--- src/rtl/core/p2ba_pkg.sv ---
package p2ba_pkg;

  localparam int POOL_PAGES_DEF = 16;
  localparam int PAGE_BYTES    = 4096;
  localparam int REQ_W         = 17;
  localparam int OFF_W         = 16;
  localparam int GRANT_W       = 16;
  localparam int STAT_W        = 2;
  localparam int BKT_W         = 3;
  localparam int BUCKETS       = 8;
  localparam int SUB_W         = 7;    // 32-byte slots in a page, as index bits
  localparam int PGOFF_W       = 12;
  localparam int NRUN_W        = 6;
  localparam int INFO_W        = REQ_W + 1;
  localparam int IN_DATA_W     = 40;
  localparam int OUT_DATA_W    = 24;

  localparam logic [STAT_W-1:0] STAT_OK  = 2'd0;
  localparam logic [STAT_W-1:0] STAT_OOM = 2'd1;
  localparam logic [STAT_W-1:0] STAT_IGN = 2'd2;

  typedef enum logic [4:0] {
    OP_NONE,
    OP_CLEAR,
    OP_LOAD,
    OP_DECODE,
    OP_TAKE_RD,
    OP_TAKE_WR,
    OP_SPLIT,
    OP_POP_RD,
    OP_POP_WR,
    OP_RUN_RD,
    OP_RUN_CHK,
    OP_RUN_CLR,
    OP_FREE_RD,
    OP_FREE_CHK,
    OP_REL_CLR,
    OP_INS_RD,
    OP_INS_CHK,
    OP_INS_LINK,
    OP_FINISH
  } dp_op_t;

  typedef struct packed {
    dp_op_t              op;
    logic                set_code;
    logic [STAT_W-1:0]   code;
  } ctl_cmd_t;

  typedef struct packed {
    logic out_free;
    logic clr_last;
    logic kind_free;
    logic page_bad;
    logic alloc_zero;
    logic alloc_small;
    logic bkt_empty;
    logic fph_empty;
    logic run_too_long;
    logic split_last;
    logic run_full;
    logic run_ext;
    logic run_next_zero;
    logic fr_small;
    logic fr_run;
    logic ins_head;
    logic ins_adv;
    logic cnt_last;
  } dp_stat_t;

  // Bucket of a size of at most 4096 bytes: 32 bytes and less is bucket 0.
  function automatic logic [BKT_W-1:0] bucket_of(input logic [12:0] sz);
    logic [BKT_W-1:0] b;
    b = '0;
    for (int k = 0; k < BUCKETS - 1; k++) begin
      if (sz > 13'(32 << k)) begin
        b = BKT_W'(k + 1);
      end
    end
    return b;
  endfunction

  // Pages needed for a byte count, rounded up.
  function automatic logic [NRUN_W-1:0] nrun(input logic [REQ_W-1:0] v);
    logic [REQ_W:0] s;
    s = {1'b0, v} + (REQ_W + 1)'(PAGE_BYTES - 1);
    return NRUN_W'(s >> PGOFF_W);
  endfunction

endpackage

--- src/rtl/core/p2ba_ctrl.sv ---
module p2ba_ctrl (
  input  logic               clk,
  input  logic               rst,
  input  logic               in_valid,
  output logic               in_ready,
  input  p2ba_pkg::dp_stat_t st,
  output p2ba_pkg::ctl_cmd_t cmd
);

  typedef enum logic [17:0] {
    S_CLEAR    = 18'b000000000000000001,
    S_IDLE     = 18'b000000000000000010,
    S_DECODE   = 18'b000000000000000100,
    S_TAKE_RD  = 18'b000000000000001000,
    S_TAKE_WR  = 18'b000000000000010000,
    S_SPLIT    = 18'b000000000000100000,
    S_POP_RD   = 18'b000000000001000000,
    S_POP_WR   = 18'b000000000010000000,
    S_RUN_RD   = 18'b000000000100000000,
    S_RUN_CHK  = 18'b000000001000000000,
    S_RUN_CLR  = 18'b000000010000000000,
    S_FREE_RD  = 18'b000000100000000000,
    S_FREE_CHK = 18'b000001000000000000,
    S_REL_CLR  = 18'b000010000000000000,
    S_INS_RD   = 18'b000100000000000000,
    S_INS_CHK  = 18'b001000000000000000,
    S_INS_LINK = 18'b010000000000000000,
    S_DONE     = 18'b100000000000000000
  } state_t;

  state_t state, state_next;

  always_ff @(posedge clk) begin
    if (rst) begin
      state <= S_CLEAR;
    end else begin
      state <= state_next;
    end
  end

  assign in_ready = (state == S_IDLE);

  always_comb begin
    state_next   = state;
    cmd.op       = p2ba_pkg::OP_NONE;
    cmd.set_code = 1'b0;
    cmd.code     = p2ba_pkg::STAT_OK;
    unique case (state)
      S_CLEAR: begin
        cmd.op = p2ba_pkg::OP_CLEAR;
        if (st.clr_last) state_next = S_IDLE;
      end
      S_IDLE: begin
        if (in_valid) begin
          cmd.op     = p2ba_pkg::OP_LOAD;
          state_next = S_DECODE;
        end
      end
      S_DECODE: begin
        cmd.op = p2ba_pkg::OP_DECODE;
        if (st.kind_free) begin
          if (st.page_bad) begin
            cmd.set_code = 1'b1;
            cmd.code     = p2ba_pkg::STAT_IGN;
            state_next   = S_DONE;
          end else begin
            state_next = S_FREE_RD;
          end
        end else if (st.alloc_zero) begin
          cmd.set_code = 1'b1;
          cmd.code     = p2ba_pkg::STAT_IGN;
          state_next   = S_DONE;
        end else if (st.alloc_small) begin
          if (!st.bkt_empty) begin
            state_next = S_POP_RD;
          end else if (st.fph_empty) begin
            cmd.set_code = 1'b1;
            cmd.code     = p2ba_pkg::STAT_OOM;
            state_next   = S_DONE;
          end else begin
            state_next = S_TAKE_RD;
          end
        end else if (st.run_too_long || st.fph_empty) begin
          cmd.set_code = 1'b1;
          cmd.code     = p2ba_pkg::STAT_OOM;
          state_next   = S_DONE;
        end else begin
          state_next = S_RUN_RD;
        end
      end
      S_TAKE_RD: begin
        cmd.op     = p2ba_pkg::OP_TAKE_RD;
        state_next = S_TAKE_WR;
      end
      S_TAKE_WR: begin
        cmd.op     = p2ba_pkg::OP_TAKE_WR;
        state_next = S_SPLIT;
      end
      S_SPLIT: begin
        cmd.op = p2ba_pkg::OP_SPLIT;
        if (st.split_last) state_next = S_POP_RD;
      end
      S_POP_RD: begin
        cmd.op     = p2ba_pkg::OP_POP_RD;
        state_next = S_POP_WR;
      end
      S_POP_WR: begin
        cmd.op       = p2ba_pkg::OP_POP_WR;
        cmd.set_code = 1'b1;
        cmd.code     = p2ba_pkg::STAT_OK;
        state_next   = S_DONE;
      end
      S_RUN_RD: begin
        cmd.op     = p2ba_pkg::OP_RUN_RD;
        state_next = S_RUN_CHK;
      end
      S_RUN_CHK: begin
        cmd.op = p2ba_pkg::OP_RUN_CHK;
        if (st.run_full) begin
          state_next = S_RUN_CLR;
        end else if (st.run_ext) begin
          state_next = S_RUN_RD;
        end else if (st.run_next_zero) begin
          cmd.set_code = 1'b1;
          cmd.code     = p2ba_pkg::STAT_OOM;
          state_next   = S_DONE;
        end else begin
          state_next = S_RUN_RD;
        end
      end
      S_RUN_CLR: begin
        cmd.op = p2ba_pkg::OP_RUN_CLR;
        if (st.cnt_last) begin
          cmd.set_code = 1'b1;
          cmd.code     = p2ba_pkg::STAT_OK;
          state_next   = S_DONE;
        end
      end
      S_FREE_RD: begin
        cmd.op     = p2ba_pkg::OP_FREE_RD;
        state_next = S_FREE_CHK;
      end
      S_FREE_CHK: begin
        cmd.op = p2ba_pkg::OP_FREE_CHK;
        if (st.fr_small) begin
          cmd.set_code = 1'b1;
          cmd.code     = p2ba_pkg::STAT_OK;
          state_next   = S_DONE;
        end else if (st.fr_run) begin
          state_next = S_REL_CLR;
        end else begin
          cmd.set_code = 1'b1;
          cmd.code     = p2ba_pkg::STAT_IGN;
          state_next   = S_DONE;
        end
      end
      S_REL_CLR: begin
        cmd.op = p2ba_pkg::OP_REL_CLR;
        if (!st.ins_head) begin
          state_next = S_INS_RD;
        end else if (st.cnt_last) begin
          cmd.set_code = 1'b1;
          cmd.code     = p2ba_pkg::STAT_OK;
          state_next   = S_DONE;
        end
      end
      S_INS_RD: begin
        cmd.op     = p2ba_pkg::OP_INS_RD;
        state_next = S_INS_CHK;
      end
      S_INS_CHK: begin
        cmd.op     = p2ba_pkg::OP_INS_CHK;
        state_next = st.ins_adv ? S_INS_RD : S_INS_LINK;
      end
      S_INS_LINK: begin
        cmd.op = p2ba_pkg::OP_INS_LINK;
        if (st.cnt_last) begin
          cmd.set_code = 1'b1;
          cmd.code     = p2ba_pkg::STAT_OK;
          state_next   = S_DONE;
        end else begin
          state_next = S_REL_CLR;
        end
      end
      S_DONE: begin
        if (st.out_free) begin
          cmd.op     = p2ba_pkg::OP_FINISH;
          state_next = S_IDLE;
        end
      end
      default: begin
        state_next = S_CLEAR;
      end
    endcase
  end

endmodule

--- config.mk ---
export PLATFORM = sky130hd
export DESIGN_NAME = p2ba_ctrl
export DESIGN_NICKNAME = d
export VERILOG_FILES = /design/src/rtl/core/p2ba_pkg.sv /design/src/rtl/core/p2ba_ctrl.sv
export SDC_FILE = /design/constraint.sdc
export NUM_CORES = 1
export LEC_CHECK = 0
export ABC_AREA = 0
export BUFFER_PORTS_ARGS = -buffer_cell sky130_fd_sc_hd__buf_2
export CELL_PAD_IN_SITES_DETAIL_PLACEMENT = 1
export CELL_PAD_IN_SITES_GLOBAL_PLACEMENT = 1
export CORE_ASPECT_RATIO = 0.9
export CORE_UTILIZATION = 35
export DETAILED_ROUTE_END_ITERATION = 7
export PLACE_DENSITY = 0.78
export REMOVE_ABC_BUFFERS = 1
export SLEW_MARGIN = 20
export SYNTH_ARGS = -nofsm -noshare
export SYNTH_HDL_FRONTEND = slang
export SYNTH_SLANG_ARGS = --single-unit
--- constraint.sdc ---
create_clock -name clk -period 1.7 [get_ports clk]
set_clock_uncertainty 0.1 [all_clocks]
set_input_delay 0.085 -clock clk [delete_from_list [all_inputs] [get_ports clk]]
set_output_delay 0.085 -clock clk [all_outputs]
set_load 0.02 [all_outputs]
==> results of run 1 <==
-- metal layers --
metal | global-route usage (%) | overflow
met1 | 74.4 | 0
met4 | 92.1 | 41
met3 | 55.5 | 0
met5 | 10.0 | 0
met2 | 93.8 | 21
-- cell families after synthesis --
kind of cell              count (synthesis)
AOI/OAI and AO/OA                        30
xor gates and xnor gates                  4
buffers and inverters                    14
and+or+nand+nor                         105
muxes                                     1
DFF                                      18
-- repair_timing --
| action | in CTS |
|---|---|
| endpoints found under the hold margin | 4 |
| setup endpoints to repair | 24 |
| pin swaps | 29 |
| gates resized for setup | 90 |
| hold buffers | 5 |
| gates cloned | 1 |
| buffers inserted | 22 |
-- stage by stage --
step | utilization (%) | setup slack [ns] | std cells | area [sq um]
after floorplan | - | -1.03 | 164 | 1310
after global placement | 51.2 | -0.319 | 290 | 1900
after detailed placement | 51.2 | -0.370 | 290 | 1900
after CTS | 68.3 | -0.519 | 320 | 2530
==> flow_summary.rst, run 1 <==
.. list-table::
   :header-rows: 1

   * - Metric
     - Value
   * - Post-synthesis instance total
     - 172
   * - Maximum level of the CTS H-tree
     - 1
   * - Number of storage elements in the synthesis netlist
     - 18
   * - CTS root buffer
     - clkbuf_8
   * - Terminating stage of the flow
     - global routing (5_1_grt)
   * - Most common cell in the synthesized netlist
     - dfxtp_1
   * - Vertical die dimension
     - 61 um
   * - Status
     - did not finish
   * - Post-synthesis cell type with the largest combined area
     - dfxtp_1
   * - Complex-gate fraction of the synthesized area
     - 16.3%
   * - Most instantiated cells after synthesis
     - 18 x dfxtp_1, 16 x nor2_1, 14 x nor3_1
   * - CTS max path bufs
     - 2
   * - Main flop type after synthesis
     - dfxtp_1
   * - Kind of the worst endpoint
     - output port
   * - Number of I/O pins
     - 30
   * - Number of enable flip-flop cells after synthesis
     - 0
   * - HPWL after detailed placement
     - 4580 um
   * - Portion of synthesized cell area occupied by the leading cell type
     - 26.6%
   * - Remaining global-route overflow
     - 62
   * - Number of different library cells in the post-synthesis netlist
     - 53
   * - Simple-gate share of the synthesized area
     - 49.1%
   * - Combinational family with the most area after synthesis
     - simple AND/OR/NAND/NOR gates
   * - Share of synthesized cell area in full adder, half adder and majority cells
     - 0%
   * - Run-stopping error
     - [ERROR GRT-0232] Routing congestion too high. Check the congestion heatmap in the GUI.
   * - Port bufs
     - 29
   * - Number of clock sinks
     - 18
   * - Initial Utilization
     - 36.5%
   * - Fraction of synthesized area in multiplexers
     - 0.739%
   * - Last worst endpoint in the global-route repair_timing
     - cmd[4]
   * - Global-route total usage across every layer
     - 76.1%
   * - GP Congestion
     - 0.921
   * - Average size of a mapped cell
     - 7.87 sq um
   * - Top area cells in the synthesized netlist
     - dfxtp_1 27%, nor3_1 5.2%, nand3_1 4.8%
   * - Maximum number of pins on one net before global-route repair
     - 11
   * - Share of flip-flops with an asynchronous set or reset after synthesis
     - 0%
   * - Seq/Total Area, Yosys
     - 26.6%
   * - Die extent in x
     - 67.6 um
   * - Post-Syn Area
     - 1350 sq um
   * - Std-Cell Rows
     - 21
   * - CTS Buf Count
     - 3
   * - Xor and xnor area share after synthesis
     - 2.59%
   * - Synthesis Warnings
     - 0
==> inputs of run 2 (changes only) <==
--- a/config.mk
+++ b/config.mk
@@ -7,12 +7,9 @@
 export LEC_CHECK = 0
 export ABC_AREA = 0
 export BUFFER_PORTS_ARGS = -buffer_cell sky130_fd_sc_hd__buf_2
-export CELL_PAD_IN_SITES_DETAIL_PLACEMENT = 1
-export CELL_PAD_IN_SITES_GLOBAL_PLACEMENT = 1
-export CORE_ASPECT_RATIO = 0.9
-export CORE_UTILIZATION = 35
+export CORE_UTILIZATION = 20
 export DETAILED_ROUTE_END_ITERATION = 7
-export PLACE_DENSITY = 0.78
+export PLACE_DENSITY_LB_ADDON = 0.15
 export REMOVE_ABC_BUFFERS = 1
 export SLEW_MARGIN = 20
 export SYNTH_ARGS = -nofsm -noshare
==> constraint.sdc (replaced) <==
create_clock -name clk -period 2.21 [get_ports clk]
set_clock_uncertainty 0.1 [all_clocks]
set_input_delay 0.1105 -clock clk [delete_from_list [all_inputs] [get_ports clk]]
set_output_delay 0.1105 -clock clk [all_outputs]
set_load 0.02 [all_outputs]
==> run 2 against run 1 <==
The flow now finishes, with violations (setup timing). Synthesized cell count unchanged. Area after synthesis unchanged.
==> flow_summary.rst, run 2 <==
.. list-table::
   :header-rows: 1

   * - Metric
     - Value
   * - First-pass iteration count of the detailed router
     - 4
   * - Final-layout setup total negative slack
     - -0.271 ns
   * - Clock-pin slew of the registers on the worst-case setup and hold paths
     - 0.07 ns
   * - Register ranked first by flip-flop count
     - state
   * - Antenna Cells
     - 0
   * - Via count of the first global-routing pass
     - 1583
   * - GP Congestion
     - 0.807 (-12%)
   * - Highest achievable clock rate
     - 438 MHz
   * - Routed via count divided by cell count
     - 5.12
   * - Data required time at the worst endpoint
     - 2.00 ns
   * - Final setup violation count
     - 6
   * - Post-route fraction of the period consumed by the critical path
     - 103%
   * - Flip-flop count of the largest register after layout
     - 18
   * - Number of antenna violations at the first check in global routing
     - 0
   * - Category of the worst setup path capture point
     - output port
   * - Number of endpoints with negative hold slack in the final report
     - 0
   * - Power per cell area
     - 505 nW/um^2
   * - Maximum level of the CTS H-tree
     - 1 (unchanged)
   * - Post-Syn Area
     - 1350 sq um (unchanged)
   * - Max Cap Violations
     - 0
   * - Die Area
     - 7100 sq um
   * - Total Routed Length
     - 4920 um
   * - Most common library cell in the layout ignoring fill and taps
     - buf_4
   * - Violated checks
     - setup timing
   * - Port bufs
     - 29 (unchanged)
   * - Largest registers
     - state (18)
   * - Min Tclk post-route
     - 2.28 ns
   * - CTS root buffer
     - clkbuf_8
   * - Most used cells in the layout excluding fill and tap cells
     - 39 x buf_4, 22 x buf_2, 13 x nor2_1, 13 x nor3_1, 12 x nand3_1
   * - Max-slew headroom
     - 68.4%
   * - Fraction of final layout cells sized beyond drive strength 1
     - 45.1%
   * - Worst setup path class
     - reg -> out
   * - Wire length of the first global-routing pass
     - 7910 um
   * - Wire length per cell after detailed routing
     - 15.7 um
   * - Post-synthesis instance total
     - 172 (unchanged)
   * - Synthesis Warnings
     - 0 (unchanged)
   * - Worst hold path type
     - in -> reg
   * - Vertical die dimension
     - 84.3 um (+38%)
   * - Die extent in x
     - 84.3 um (+25%)
   * - Remaining number of nets flagged by the antenna check after routing
     - 0
   * - Nets
     - 260
   * - Average size of a mapped cell
     - 7.87 sq um (unchanged)
   * - Top area cells in the synthesized netlist
     - dfxtp_1 27%, nor3_1 5.2%, nand3_1 4.8%
   * - Number of I/O pins
     - 30 (unchanged)
   * - Initial Utilization
     - 21.0% (-16 points)
   * - IR Drop Worst-Case VDD
     - 0.221 mV
   * - Std-Cell Rows
     - 29 (+38%)
   * - Post-synthesis cell type with the largest combined area
     - dfxtp_1
   * - Vias after detailed routing
     - 1608
   * - Number of different library cells in the post-synthesis netlist
     - 53 (unchanged)
   * - Number of storage elements in the synthesis netlist
     - 18 (unchanged)
   * - CTS tree
     - done
   * - Number of violations reported at the end of detailed-routing iteration 0
     - 81
   * - Latest clock arrival within the worst-skew pair
     - 0.26 ns
   * - Main flop type after synthesis
     - dfxtp_1
   * - Least-Margin Pin Slew
     - 0.468 ns
   * - Status
     - finished with violations
   * - Worst Setup Slack post-DPL
     - -0.0378 ns (+0.332 ns)
   * - DRC violations left
     - 0
   * - Sort of element at the start of the critical path
     - flop
   * - HPWL after detailed placement
     - 3640 um (-21%)
   * - RSZ-0062 raised after global routing
     - yes
   * - Number of clock sinks
     - 18 (unchanged)
   * - Number of enable flip-flop cells after synthesis
     - 0 (unchanged)
   * - Layout Utilization
     - 32.4%
   * - CTS Buf Count
     - 3 (unchanged)
   * - Seq/Total Area, Yosys
     - 26.6% (unchanged)
   * - Most instantiated cells after synthesis
     - 18 x dfxtp_1, 16 x nor2_1, 14 x nor3_1
   * - PnR worst setup slack
     - -0.0733 ns
   * - Worst Path Arrival
     - 2.07 ns
   * - Crit-path max FO
     - 5
   * - Tightest hold margin
     - 0.0448 ns
   * - Most common cell in the synthesized netlist
     - dfxtp_1
   * - Leakage power
     - 0.858 nW
   * - Pins Over Slew Limit
     - 0
   * - Portion of synthesized cell area occupied by the leading cell type
     - 26.6% (unchanged)
   * - Maximum number of pins on one net before global-route repair
     - 17
   * - Placeable core region
     - 6460 sq um
   * - Share of flip-flops with an asynchronous set or reset after synthesis
     - 0% (unchanged)
   * - Post-Place Cell Area
     - 1690 sq um (-11%)
   * - Remaining global-route overflow
     - 0
   * - Area growth syn-to-layout
     - 54.3%
   * - Global-route total usage across every layer
     - 14.3%
   * - CTS max path bufs
     - 2 (unchanged)
   * - Final Cell Area
     - 2090 sq um
==> run 2: cell counts after synthesis <==
No cell type changed its count.
==> run 2: power by group <==
group          switching [W]  total [W]  internal [W]
registers          0.0000137   0.000351      0.000337
clock network       0.000116   0.000238      0.000121
logic               0.000225   0.000466      0.000242
==> run 2: final timing paths <==
| path | start | end | slack, ns | depth (start not counted) |
|---|---|---|---|---|
| max | state[0] | cmd[4] | -0.07 | 8 |
| min reg2reg | state[9] | state[9] | 0.47 | 1 |
| max reg2reg | state[14] | state[0] | 0.07 | 7 |
| min | st[11] | state[3] | 0.04 | 2 |
==> run 2: critical path, cell delays in order (launching register included) <==
cell	delay [ns]
dfxtp_2	0.34
nor4_4	0.31
buf_4	0.20
buf_4	0.11
nand4_1	0.18
nand2b_1	0.25
and3_1	0.18
nand4_1	0.12
buf_6	0.13
==> run 2: cell families after synthesis <==
| logic type | count (synthesis) | share of synthesized area (%) |
|---|---|---|
| AO/OA/AOI/OAI | 30 | 16.3 |
| buffers and inverters | 14 | 4.71 |
| AND/OR/NAND/NOR | 105 | 49.1 |
| multiplexers | 1 | 0.739 |
| flip-flops | 18 | 26.6 |
| XOR/XNOR | 4 | 2.59 |
==> run 2: area by class of cell <==
type                       instances  area (sq um)
fill                             694          4370
tap                               77          96.3
clock buffer                       3          41.3
sequential                        18           372
timing repair buffer              70           500
inverter                           6          22.5
multi-input combinational        140          1060
==> run 2: through the flow <==
step           instances  total power [W]
2_1_floorplan        164         0.000515
3_3_place_gp         288         0.000638
3_5_place_dp         288         0.000636
4_1_cts              310         0.000990
5_1_grt              314          0.00111
6_report             314          0.00105
==> run 2: repair_timing <==
| item | in CTS | in global routing |
|---|---|---|
| setup buffers | 15 | 4 |
| gates resized for setup | 35 | 14 |
| hold buffers | 3 | 0 |
| endpoints found under the hold margin | 3 | 0 |
| cloned | 1 | 0 |
| pin swaps | 14 | 10 |
| endpoints found under the setup margin | 9 | 11 |
==> run 2: per-layer routing <==
layer / GRT usage, % / part of all wire [%]
met5: 0 / 0
met4: 3.29 / 0.98
met3: 1.97 / 3.9
met2: 25.0 / 50
met1: 18.6 / 45
(Power assumes the default switching activity.)
